<file path="config.mk">
export PLATFORM = sky130hd
export DESIGN_NAME = infix_to_prefix_converter_unit_flat
export DESIGN_NICKNAME = d
export VERILOG_FILES = /design/src/rtl/core/ipc_pkg.sv /design/src/rtl/core/ipc_in_if.sv /design/src/rtl/core/ipc_out_if.sv /design/src/rtl/core/ipc_datapath.sv /design/src/rtl/core/ipc_ctrl.sv /design/src/rtl/core/infix_to_prefix_converter_unit.sv /design/src/flat_wrapper.sv
export SDC_FILE = /design/constraint.sdc
export NUM_CORES = 2
export LEC_CHECK = 0
export BUFFER_PORTS_ARGS = -buffer_cell sky130_fd_sc_hd__buf_4
export CAP_MARGIN = 20
export CORE_MARGIN = 2
export CORE_UTILIZATION = 50
export CTS_CLUSTER_SIZE = 28
export DETAILED_ROUTE_END_ITERATION = 16
export GPL_TIMING_DRIVEN = 0
export PLACE_DENSITY = 0.75
export RECOVER_POWER = 100
export SLEW_MARGIN = 20
export SYNTH_ARGS = -nofsm -noshare
export SYNTH_HDL_FRONTEND = slang
export SYNTH_HIERARCHICAL = 1
export SYNTH_SLANG_ARGS = --single-unit
export TNS_END_PERCENT = 1
</file>
<file path="constraint.sdc">
create_clock -name clk -period 4.6 [get_ports clk]
set_input_delay 1.38 -clock clk [delete_from_list [all_inputs] [get_ports clk]]
set_output_delay 1.38 -clock clk [all_outputs]
set_load 0.01 [all_outputs]
</file>
<file path="src/rtl/core/ipc_pkg.sv">
// shared constants, types and character helpers for the infix to prefix converter
package ipc_pkg;

	// buffer depth and derived widths
	localparam int MAX_LEN = 64;
	localparam int ADDR_W  = $clog2(MAX_LEN);
	localparam int CNT_W   = ADDR_W + 1;

	// character codes
	localparam logic [7:0] CH_CARET = 8'h5E;
	localparam logic [7:0] CH_STAR  = 8'h2A;
	localparam logic [7:0] CH_SLASH = 8'h2F;
	localparam logic [7:0] CH_PLUS  = 8'h2B;
	localparam logic [7:0] CH_MINUS = 8'h2D;
	localparam logic [7:0] CH_OPEN  = 8'h28;
	localparam logic [7:0] CH_CLOSE = 8'h29;
	localparam logic [7:0] CH_UP_A  = 8'h41;
	localparam logic [7:0] CH_UP_Z  = 8'h5A;
	localparam logic [7:0] CH_LO_A  = 8'h61;
	localparam logic [7:0] CH_LO_Z  = 8'h7A;
	localparam logic [7:0] CH_DIG_0 = 8'h30;
	localparam logic [7:0] CH_DIG_9 = 8'h39;

	// status codes
	localparam logic [1:0] ST_OK       = 2'd0;
	localparam logic [1:0] ST_UNBAL    = 2'd1;
	localparam logic [1:0] ST_TOO_LONG = 2'd2;

	// controller states
	typedef enum logic [3:0] {
		S_LOAD,
		S_START,
		S_SCAN_RD,
		S_SCAN_EX,
		S_DISP,
		S_CLOSE_RD,
		S_CLOSE_EX,
		S_OP_RD,
		S_OP_EX,
		S_FLUSH_RD,
		S_FLUSH_EX,
		S_EMIT_SET,
		S_EMIT_RD,
		S_EMIT_OUT,
		S_EMIT_EMPTY
	} state_t;

	// commands from controller to datapath
	typedef struct packed {
		logic load_wr;   // store incoming char or flag overflow
		logic set_k;     // scan index from input length
		logic scan_rd;   // read input buffer at k-1, step k down
		logic cur_ld;    // capture swapped char into current register
		logic stk_rd;    // read stack top
		logic push_cur;  // push current char
		logic pop_app;   // append stack top read data, drop top
		logic drop_top;  // drop top without appending
		logic app_cur;   // append current char
		logic set_unbal; // flag unmatched closing
		logic set_j;     // emit index from answer length
		logic ans_rd;    // read answer buffer at j-1, step j down
		logic out_empty; // result item carries no char
		logic clear;     // return lengths and error to zero
	} cmd_t;

	// status from datapath to controller
	typedef struct packed {
		logic k_zero;
		logic sp_zero;
		logic alen_zero;
		logic j_zero;
		logic cur_operand;
		logic cur_open;
		logic cur_close;
		logic top_is_open;
		logic pop_ok;
	} sts_t;

	// operator priority
	function automatic logic [1:0] prio(input logic [7:0] c);
		logic [1:0] p;
		p = 2'd0;
		if (c == CH_CARET) p = 2'd3;
		else if (c == CH_STAR || c == CH_SLASH) p = 2'd2;
		else if (c == CH_PLUS || c == CH_MINUS) p = 2'd1;
		return p;
	endfunction

	// letters and digits
	function automatic logic is_operand(input logic [7:0] c);
		return c inside {[CH_UP_A:CH_UP_Z], [CH_LO_A:CH_LO_Z], [CH_DIG_0:CH_DIG_9]};
	endfunction

	// swap the two parenthesis kinds for the reversed scan
	function automatic logic [7:0] swap_paren(input logic [7:0] c);
		logic [7:0] r;
		r = c;
		if (c == CH_OPEN) r = CH_CLOSE;
		else if (c == CH_CLOSE) r = CH_OPEN;
		return r;
	endfunction

endpackage

</file>
<file path="src/rtl/core/ipc_in_if.sv">
// input channel: one infix character per item
interface ipc_in_if;
	logic       valid;
	logic       ready;
	logic [7:0] in_char;
	logic       last_in;

	modport source (output valid, output in_char, output last_in, input ready);
	modport sink (input valid, input in_char, input last_in, output ready);
endinterface

</file>
<file path="src/rtl/core/ipc_out_if.sv">
// output channel: one prefix character per item
interface ipc_out_if;
	logic       valid;
	logic       ready;
	logic [7:0] out_char;
	logic       has_char;
	logic       last_out;
	logic [1:0] status;

	modport source (output valid, output out_char, output has_char, output last_out,
		output status, input ready);
	modport sink (input valid, input out_char, input has_char, input last_out,
		input status, output ready);
endinterface

</file>
<file path="src/rtl/core/ipc_datapath.sv">
// buffers, operator stack, counters and result payload of the converter
module ipc_datapath
	import ipc_pkg::*;
(
	input  logic       clk,
	input  logic       arst_n,
	input  cmd_t       cmd,
	output sts_t       sts,
	input  logic [7:0] in_char,
	output logic [7:0] out_char,
	output logic       has_char,
	output logic       last_out,
	output logic [1:0] status
);

	logic [7:0]       in_mem  [MAX_LEN];
	logic [7:0]       stk_mem [MAX_LEN];
	logic [7:0]       ans_mem [MAX_LEN];

	logic [CNT_W-1:0] len_q;
	logic [CNT_W-1:0] k_q;
	logic [CNT_W-1:0] sp_q;
	logic [CNT_W-1:0] alen_q;
	logic [CNT_W-1:0] j_q;
	logic [1:0]       err_q;

	logic [7:0]       in_rd_q;
	logic [7:0]       stk_rd_q;
	logic [7:0]       ans_rd_q;
	logic [7:0]       cur_q;

	logic             len_full;
	logic             sp_full;
	logic             alen_full;
	logic             do_app;
	logic [7:0]       app_data;
	logic [CNT_W-1:0] k_dec;
	logic [CNT_W-1:0] sp_dec;
	logic [CNT_W-1:0] j_dec;

	assign len_full  = (len_q == CNT_W'(MAX_LEN));
	assign sp_full   = (sp_q == CNT_W'(MAX_LEN));
	assign alen_full = (alen_q == CNT_W'(MAX_LEN));
	assign k_dec     = k_q - CNT_W'(1);
	assign sp_dec    = sp_q - CNT_W'(1);
	assign j_dec     = j_q - CNT_W'(1);

	// append source select
	assign do_app   = cmd.app_cur | cmd.pop_app;
	assign app_data = cmd.app_cur ? cur_q : stk_rd_q;

	// input buffer
	always_ff @(posedge clk) begin
		if (cmd.load_wr && !len_full) begin
			in_mem[len_q[ADDR_W-1:0]] <= in_char;
		end
		if (cmd.scan_rd) begin
			in_rd_q <= in_mem[k_dec[ADDR_W-1:0]];
		end
	end

	// operator stack
	always_ff @(posedge clk) begin
		if (cmd.push_cur && !sp_full) begin
			stk_mem[sp_q[ADDR_W-1:0]] <= cur_q;
		end
		if (cmd.stk_rd) begin
			stk_rd_q <= stk_mem[sp_dec[ADDR_W-1:0]];
		end
	end

	// answer buffer
	always_ff @(posedge clk) begin
		if (do_app && !alen_full) begin
			ans_mem[alen_q[ADDR_W-1:0]] <= app_data;
		end
		if (cmd.ans_rd) begin
			ans_rd_q <= ans_mem[j_dec[ADDR_W-1:0]];
		end
	end

	// current scanned char, parentheses swapped
	always_ff @(posedge clk) begin
		if (cmd.cur_ld) begin
			cur_q <= swap_paren(in_rd_q);
		end
	end

	// lengths, indexes and error code
	always_ff @(posedge clk or negedge arst_n) begin
		if (!arst_n) begin
			len_q  <= '0;
			k_q    <= '0;
			sp_q   <= '0;
			alen_q <= '0;
			j_q    <= '0;
			err_q  <= ST_OK;
		end else if (cmd.clear) begin
			len_q  <= '0;
			k_q    <= '0;
			sp_q   <= '0;
			alen_q <= '0;
			j_q    <= '0;
			err_q  <= ST_OK;
		end else begin
			if (cmd.load_wr) begin
				if (len_full) err_q <= ST_TOO_LONG;
				else len_q <= len_q + CNT_W'(1);
			end
			if (cmd.set_unbal && err_q == ST_OK) begin
				err_q <= ST_UNBAL;
			end
			if (cmd.set_k) k_q <= len_q;
			else if (cmd.scan_rd) k_q <= k_dec;
			if (cmd.push_cur && !sp_full) sp_q <= sp_q + CNT_W'(1);
			else if (cmd.pop_app || cmd.drop_top) sp_q <= sp_dec;
			if (do_app && !alen_full) alen_q <= alen_q + CNT_W'(1);
			if (cmd.set_j) j_q <= alen_q;
			else if (cmd.ans_rd) j_q <= j_dec;
		end
	end

	// status toward the controller
	always_comb begin
		sts.k_zero      = (k_q == '0);
		sts.sp_zero     = (sp_q == '0);
		sts.alen_zero   = (alen_q == '0);
		sts.j_zero      = (j_q == '0);
		sts.cur_operand = is_operand(cur_q);
		sts.cur_open    = (cur_q == CH_OPEN);
		sts.cur_close   = (cur_q == CH_CLOSE);
		sts.top_is_open = (stk_rd_q == CH_OPEN);
		if (cur_q == CH_CARET) sts.pop_ok = (prio(cur_q) <= prio(stk_rd_q));
		else sts.pop_ok = (prio(cur_q) < prio(stk_rd_q));
	end

	// result payload
	assign out_char = cmd.out_empty ? 8'h00 : ans_rd_q;
	assign has_char = !cmd.out_empty;
	assign last_out = cmd.out_empty | sts.j_zero;
	assign status   = err_q;

endmodule

</file>
<file path="src/rtl/core/ipc_ctrl.sv">
// sequencer for load, reversed scan, stack flush and result emission
module ipc_ctrl
	import ipc_pkg::*;
(
	input  logic clk,
	input  logic arst_n,
	input  logic in_valid,
	input  logic in_last,
	output logic in_ready,
	output logic out_valid,
	input  logic out_ready,
	input  sts_t sts,
	output cmd_t cmd
);

	state_t state_q;
	state_t state_d;

	// state register
	always_ff @(posedge clk or negedge arst_n) begin
		if (!arst_n) begin
			state_q <= S_LOAD;
		end else begin
			state_q <= state_d;
		end
	end

	// next state and commands
	always_comb begin
		state_d   = state_q;
		cmd       = '0;
		in_ready  = 1'b0;
		out_valid = 1'b0;
		case (state_q)
			S_LOAD: begin
				in_ready = 1'b1;
				if (in_valid) begin
					cmd.load_wr = 1'b1;
					if (in_last) state_d = S_START;
				end
			end
			S_START: begin
				cmd.set_k = 1'b1;
				state_d   = S_SCAN_RD;
			end
			S_SCAN_RD: begin
				if (sts.k_zero) begin
					state_d = S_FLUSH_RD;
				end else begin
					cmd.scan_rd = 1'b1;
					state_d     = S_SCAN_EX;
				end
			end
			S_SCAN_EX: begin
				cmd.cur_ld = 1'b1;
				state_d    = S_DISP;
			end
			// dispatch on the kind of the current char
			S_DISP: begin
				if (sts.cur_operand) begin
					cmd.app_cur = 1'b1;
					state_d     = S_SCAN_RD;
				end else if (sts.cur_open) begin
					cmd.push_cur = 1'b1;
					state_d      = S_SCAN_RD;
				end else if (sts.cur_close) begin
					state_d = S_CLOSE_RD;
				end else begin
					state_d = S_OP_RD;
				end
			end
			// pop until the matching opening
			S_CLOSE_RD: begin
				if (sts.sp_zero) begin
					cmd.set_unbal = 1'b1;
					state_d       = S_SCAN_RD;
				end else begin
					cmd.stk_rd = 1'b1;
					state_d    = S_CLOSE_EX;
				end
			end
			S_CLOSE_EX: begin
				if (sts.top_is_open) begin
					cmd.drop_top = 1'b1;
					state_d      = S_SCAN_RD;
				end else begin
					cmd.pop_app = 1'b1;
					state_d     = S_CLOSE_RD;
				end
			end
			// pop by priority, then push the operator
			S_OP_RD: begin
				if (sts.sp_zero) begin
					cmd.push_cur = 1'b1;
					state_d      = S_SCAN_RD;
				end else begin
					cmd.stk_rd = 1'b1;
					state_d    = S_OP_EX;
				end
			end
			S_OP_EX: begin
				if (sts.pop_ok) begin
					cmd.pop_app = 1'b1;
					state_d     = S_OP_RD;
				end else begin
					cmd.push_cur = 1'b1;
					state_d      = S_SCAN_RD;
				end
			end
			// empty the stack into the answer
			S_FLUSH_RD: begin
				if (sts.sp_zero) begin
					state_d = S_EMIT_SET;
				end else begin
					cmd.stk_rd = 1'b1;
					state_d    = S_FLUSH_EX;
				end
			end
			S_FLUSH_EX: begin
				cmd.pop_app = 1'b1;
				state_d     = S_FLUSH_RD;
			end
			// emit the answer backwards
			S_EMIT_SET: begin
				cmd.set_j = 1'b1;
				state_d   = sts.alen_zero ? S_EMIT_EMPTY : S_EMIT_RD;
			end
			S_EMIT_RD: begin
				cmd.ans_rd = 1'b1;
				state_d    = S_EMIT_OUT;
			end
			S_EMIT_OUT: begin
				out_valid = 1'b1;
				if (out_ready) begin
					if (sts.j_zero) begin
						cmd.clear = 1'b1;
						state_d   = S_LOAD;
					end else begin
						state_d = S_EMIT_RD;
					end
				end
			end
			S_EMIT_EMPTY: begin
				out_valid     = 1'b1;
				cmd.out_empty = 1'b1;
				if (out_ready) begin
					cmd.clear = 1'b1;
					state_d   = S_LOAD;
				end
			end
			default: begin
				state_d = S_LOAD;
			end
		endcase
	end

endmodule

</file>
<file path="src/rtl/core/infix_to_prefix_converter_unit.sv">
// top level of the infix to prefix converter
// Takes an infix expression one character per item, the final one marked by
// last_in, and returns its prefix form one character per item, the final one
// marked by last_out, with the status (ok, unbalanced parenthesis, input too
// long) on every item. Up to 64 characters are kept; further ones are dropped
// and flagged. Loading takes one cycle per item. After the final item the
// block stops taking input while it converts: each stored character is read,
// dispatched and, for an operator, pops the stack by priority; the stack is
// then flushed into the answer, which is read back item by item, each read
// waiting for the output handshake. The single sequencer steps through the
// input, stack and answer memories, whose reads are registered. An empty
// answer gives one item with has_char 0.
module infix_to_prefix_converter_unit
	import ipc_pkg::*;
(
	input logic clk,
	input logic arst_n,
	ipc_in_if.sink    in_ch,
	ipc_out_if.source out_ch
);

	cmd_t cmd;
	sts_t sts;

	// sequencer
	ipc_ctrl u_ctrl (
		.clk       (clk),
		.arst_n    (arst_n),
		.in_valid  (in_ch.valid),
		.in_last   (in_ch.last_in),
		.in_ready  (in_ch.ready),
		.out_valid (out_ch.valid),
		.out_ready (out_ch.ready),
		.sts       (sts),
		.cmd       (cmd)
	);

	// storage and payload
	ipc_datapath u_dp (
		.clk      (clk),
		.arst_n   (arst_n),
		.cmd      (cmd),
		.sts      (sts),
		.in_char  (in_ch.in_char),
		.out_char (out_ch.out_char),
		.has_char (out_ch.has_char),
		.last_out (out_ch.last_out),
		.status   (out_ch.status)
	);

endmodule
</file>
<file path="src/flat_wrapper.sv">
// flat-port wrapper written by rule: the top's interface ports become plain ports
module infix_to_prefix_converter_unit_flat import ipc_pkg::*;
  (clk, arst_n, in_ch_valid, in_ch_in_char, in_ch_last_in, in_ch_ready, out_ch_valid, out_ch_out_char, out_ch_has_char, out_ch_last_out, out_ch_status, out_ch_ready);
  ipc_in_if in_ch_i ();
  ipc_out_if out_ch_i ();
  input logic clk;
  input logic arst_n;
  input wire logic [$bits(in_ch_i.valid)-1:0] in_ch_valid;
  input wire logic [$bits(in_ch_i.in_char)-1:0] in_ch_in_char;
  input wire logic [$bits(in_ch_i.last_in)-1:0] in_ch_last_in;
  output wire logic [$bits(in_ch_i.ready)-1:0] in_ch_ready;
  output wire logic [$bits(out_ch_i.valid)-1:0] out_ch_valid;
  output wire logic [$bits(out_ch_i.out_char)-1:0] out_ch_out_char;
  output wire logic [$bits(out_ch_i.has_char)-1:0] out_ch_has_char;
  output wire logic [$bits(out_ch_i.last_out)-1:0] out_ch_last_out;
  output wire logic [$bits(out_ch_i.status)-1:0] out_ch_status;
  input wire logic [$bits(out_ch_i.ready)-1:0] out_ch_ready;
  assign in_ch_i.valid = in_ch_valid;
  assign in_ch_i.in_char = in_ch_in_char;
  assign in_ch_i.last_in = in_ch_last_in;
  assign in_ch_ready = in_ch_i.ready;
  assign out_ch_valid = out_ch_i.valid;
  assign out_ch_out_char = out_ch_i.out_char;
  assign out_ch_has_char = out_ch_i.has_char;
  assign out_ch_last_out = out_ch_i.last_out;
  assign out_ch_status = out_ch_i.status;
  assign out_ch_i.ready = out_ch_ready;
  infix_to_prefix_converter_unit u_core (.clk(clk), .arst_n(arst_n), .in_ch(in_ch_i), .out_ch(out_ch_i));
endmodule
</file>
==> metrics <==
status=finished with violations; failing checks=max-capacitance violations, max-slew violations, negative setup slack; largest family of logic cells by synthesized area=multiplexers; Post-Synthesis Cell Area=64300 µm²; slowest stage delay, CP=0.72 ns; global-route wire length before repair=228000 µm; Layout Area Growth over Synthesis=13.3%; Tcrit/Tclk final=1.00; clock slew seen by the registers of the worst setup and hold paths=0.06 ns; Die H=363 µm; final slew viol count=42; Max Root-Sink Buffers=3; CP Class=reg -> reg; RD Place Congestion=0.988; register area share after synthesis=0.748; Post-Synth XOR/XNOR Area=0.00690; Num CTS Buffers=157; post-synth net total=3456; site row count=131; unrepaired setup endpoints after global routing=yes; hpwl dp=98600 µm; die area=132000 µm²; CP arrival=5.05 ns; HP Class=reg -> reg; Cells after Synth=3431; Post-Route WL=156000 µm; GRT Resource Usage Total=0.239; CP max-delay cell=edfxtp_1; # Max-Cap Violations=1; dpl cell area=67100 µm²; Crit path required time=5.04 ns; nets@finish=3670; Area contributors post-synth=edfxtp_1 (73%), mux4_2 (13%), nand2_1 (1.9%); WP buf/inv=2; I/O Pins=27; First DRT Iteration DRCs=4674; nature of the critical path startpoint=register; Worst-Margin Slew=2.62 ns; number of flops mapped to enable cells by yosys=1568; skew final=0.0318 ns; Design Area, Final=72900 µm²; IO Port Bufs=25; multiplexer share of the synthesized area=0.142; Top Family by Delay on Critical Path=simple AND/OR/NAND/NOR gates; drt pass-1 iters=7; syn avg cell area=18.8 µm²; Core Region=128000 µm²; Setup TNS=-0.0652 ns; WP depth=11; H-tree depth=4; pwr/cell area=695 nW/µm²; DR vias/cell=6.34; worst skew pair latency=0.80 ns; R2R cell count=11; fraction of the mapped netlist area in simple logic gates=0.0579; post-synthesis adder-cell area fraction=0.00233; Final WS setup=-0.0116 ns; remaining antenna violation count=0; Post-synth top flop=edfxtp_1; crit-path max FO=18; wire length per cell=28.7 µm; layout cells sized above 1=0.247; Max Fclk=0.217 GHz; CP Capture Point=u_core/u_dp/stk_mem[30][7]$_DFFE_PP_; CP startpoint=u_core/u_dp/cur_q[1]$_SDFFCE_PP0P_; Synth Register Bits=1609; vias in the first global route=34100; Synth top area share=0.732; CP Cell Sequence=clkbuf_1 -> or4_1 -> o21ai_0 -> o21ai_0 -> nor4b_1 -> a31oi_1 -> o22ai_1 -> clkbuf_1 -> nor2b_1 -> nand3_2 -> nor2_4; Synth area leader=edfxtp_1; aggregate global routing overflow=0; DRC viols=0; CP Capture Type=register; Sink Count=1609; worst r2r src=u_core/u_dp/cur_q[1]$_SDFFCE_PP0P_; TritonCTS clock tree=built; VDD IR max=438 µV; slew margin rel.=-0.745; R2R Setup Slk=-0.01 ns; Final setup viols=8; clk root buf=clkbuf_16; largest net degree at the start of global routing=65; complex-gate fraction of the synthesized area=0.0253; Async SR Flop Fraction=0.0255; Cell variety after synth=74; Die Wd=363 µm; vias=34500; yosys warns=6; Initial Util=0.504; Reg-to-Reg End=u_core/u_dp/stk_mem[30][7]$_DFFE_PP_; final hold violation count=0; Final Critical Period=4.61 ns; initial antenna violation count=2; leak pwr=23.1 nW
[routing by layer]
| layer | share of wire | GRT usage | vias up | wire length [µm] |
|---|---|---|---|---|
| met4 | 0.041 | 0.0993 | 2 | 6480 |
| met3 | 0.11 | 0.0596 | 386 | 16800 |
| met2 | 0.47 | 0.370 | 2178 | 74100 |
| li1 | - | - | 14200 | - |
| met1 | 0.38 | 0.326 | 17800 | 58800 |
| met5 | 0.000070 | 0 | - | 11 |
[worst min-delay path by stage]
stage | endpoint | cells past startpoint | startpoint
floorplan | u_core/u_dp/cur_q[5]$_SDFFCE_PP1P_ | 1 | u_core/u_dp/in_rd_q[5]$_DFFE_PP_
global placement | u_core/u_dp/cur_q[5]$_SDFFCE_PP1P_ | 1 | u_core/u_dp/in_rd_q[5]$_DFFE_PP_
detailed placement | u_core/u_dp/cur_q[5]$_SDFFCE_PP1P_ | 1 | u_core/u_dp/in_rd_q[5]$_DFFE_PP_
CTS | u_core/u_dp/cur_q[5]$_SDFFCE_PP1P_ | 1 | u_core/u_dp/in_rd_q[5]$_DFFE_PP_
global route | u_core/u_dp/cur_q[5]$_SDFFCE_PP1P_ | 1 | u_core/u_dp/in_rd_q[5]$_DFFE_PP_
finish | u_core/u_dp/cur_q[5]$_SDFFCE_PP1P_ | 1 | u_core/u_dp/in_rd_q[5]$_DFFE_PP_
[cells in the mapped netlist (7+ instances only)]
cell and count:
edfxtp_1 1568, mux4_2 371, nand2_1 330, nor2_1 293, nand3_1 92, clkbuf_1 85, buf_2 70, mux2i_1 67
a21oi_1 51, a31oi_1 42, dfrtp_1 41, buf_4 30, xor2_1 23, o21ai_0 22, nand4_1 20, xnor2_1 19
a311oi_1 17, inv_1 17, nor2b_1 17, nor3_1 17, and3_1 15, o211ai_1 15, o21ai_1 15, a32o_1 13
a211oi_1 12, ha_1 12, mux2_2 11, and2_1 10, buf_6 10, buf_1 9, nor3b_1 8, or3_1 8
o31ai_1 7
[sequential cells by signal, indices dropped and copies added (netlist names), 4 cells and up]
signal / count
u_core/u_ctrl/state_q: 4
u_core/u_dp/alen_q: 7
u_core/u_dp/ans_mem: 512
u_core/u_dp/ans_rd_q: 8
u_core/u_dp/cur_q: 8
u_core/u_dp/in_mem: 512
u_core/u_dp/in_rd_q: 8
u_core/u_dp/j_q: 7
u_core/u_dp/k_q: 7
u_core/u_dp/len_q: 7
u_core/u_dp/sp_q: 7
u_core/u_dp/stk_mem: 512
u_core/u_dp/stk_rd_q: 8
[cell type report]
type                            instances  area [µm²]
Antenna cell                            2        5.00
Buffer                                206        1110
Clock buffer                          193        4150
Clock inverter                        101        1140
Fill cell                            9081       54800
Inverter                               20        77.6
Multi-Input combinational cell       1596       15700
Sequential cell                      1609       48100
Tap cell                             1662        2080
Timing Repair Buffer                   55         574
[kinds of logic (layout without fill, tap and decap cells)]
| family | after synthesis | count (layout) |
|---|---|---|
| other cells | 0 | 2 |
| simple gates | 851 | 851 |
| buf+inv | 226 | 575 |
| flops | 1609 | 1609 |
| compound gates | 238 | 238 |
| xor+xnor | 46 | 46 |
| mux | 449 | 449 |
| fa+ha+maj | 12 | 12 |
[report_power, final]
| part | switching [W] | total, W | internal (W) |
|---|---|---|---|
| sequential | 0.000257 | 0.0178 | 0.0175 |
| combinational | 0.0126 | 0.0198 | 0.00728 |
| clock | 0.00557 | 0.0130 | 0.00746 |
| total | 0.0184 | 0.0507 | 0.0323 |
[stage by stage]
stage	utilization	std cells	hold slack [ns]	worst slack, ns	power [W]
global placement	0.522	5118	0.516	-1.46	0.0368
CTS	0.569	5439	0.527	-0.367	0.0504
floorplan	-	3431	0.491	0.517	0.0303
finish	0.571	5444	0.529	-0.0116	0.0507
global route	0.571	5443	0.564	-0.152	0.0522
detailed placement	0.525	5143	0.517	-0.914	0.0372
[cells in the final DEF (no fill, tap or decap), types with 19 or more instances in the layout]
cell type  instances
clkbuf_16        160
nand4_1           20
a31oi_1           42
xor2_1            22
dfrtp_1           41
nor2_2            68
nor2_1           188
edfxtp_1        1568
nand2_1          322
nor2_4            37
clkbuf_1         116
mux2i_1           64
buf_4             66
clkinv_2          25
clkinv_1          32
nand3_1           89
a21oi_1           51
xnor2_1           19
mux4_2           371
buf_2             60
o21ai_0           22
[worst register-to-register path, stage by stage (launching register included)]
cell and delay (ns):
edfxtp_1 0.72, clkbuf_1 0.34, or4_1 0.50, o21ai_0 0.18, o21ai_0 0.20, nor4b_1 0.27, a31oi_1 0.07, o22ai_1 0.18
clkbuf_1 0.46, nor2b_1 0.44, nand3_2 0.44, nor2_4 0.47
[what timing repair did]
item / CTS / global route
endpoints found under the hold margin: 0 / 0
hold buffers: 0 / 0
setup buffers: 2 / 3
setup endpoints to repair: 1024 / 974
pin swaps: 1 / 1
gates resized for setup: 115 / 77
No activity file was read; power rests on OpenSTA's default activity.
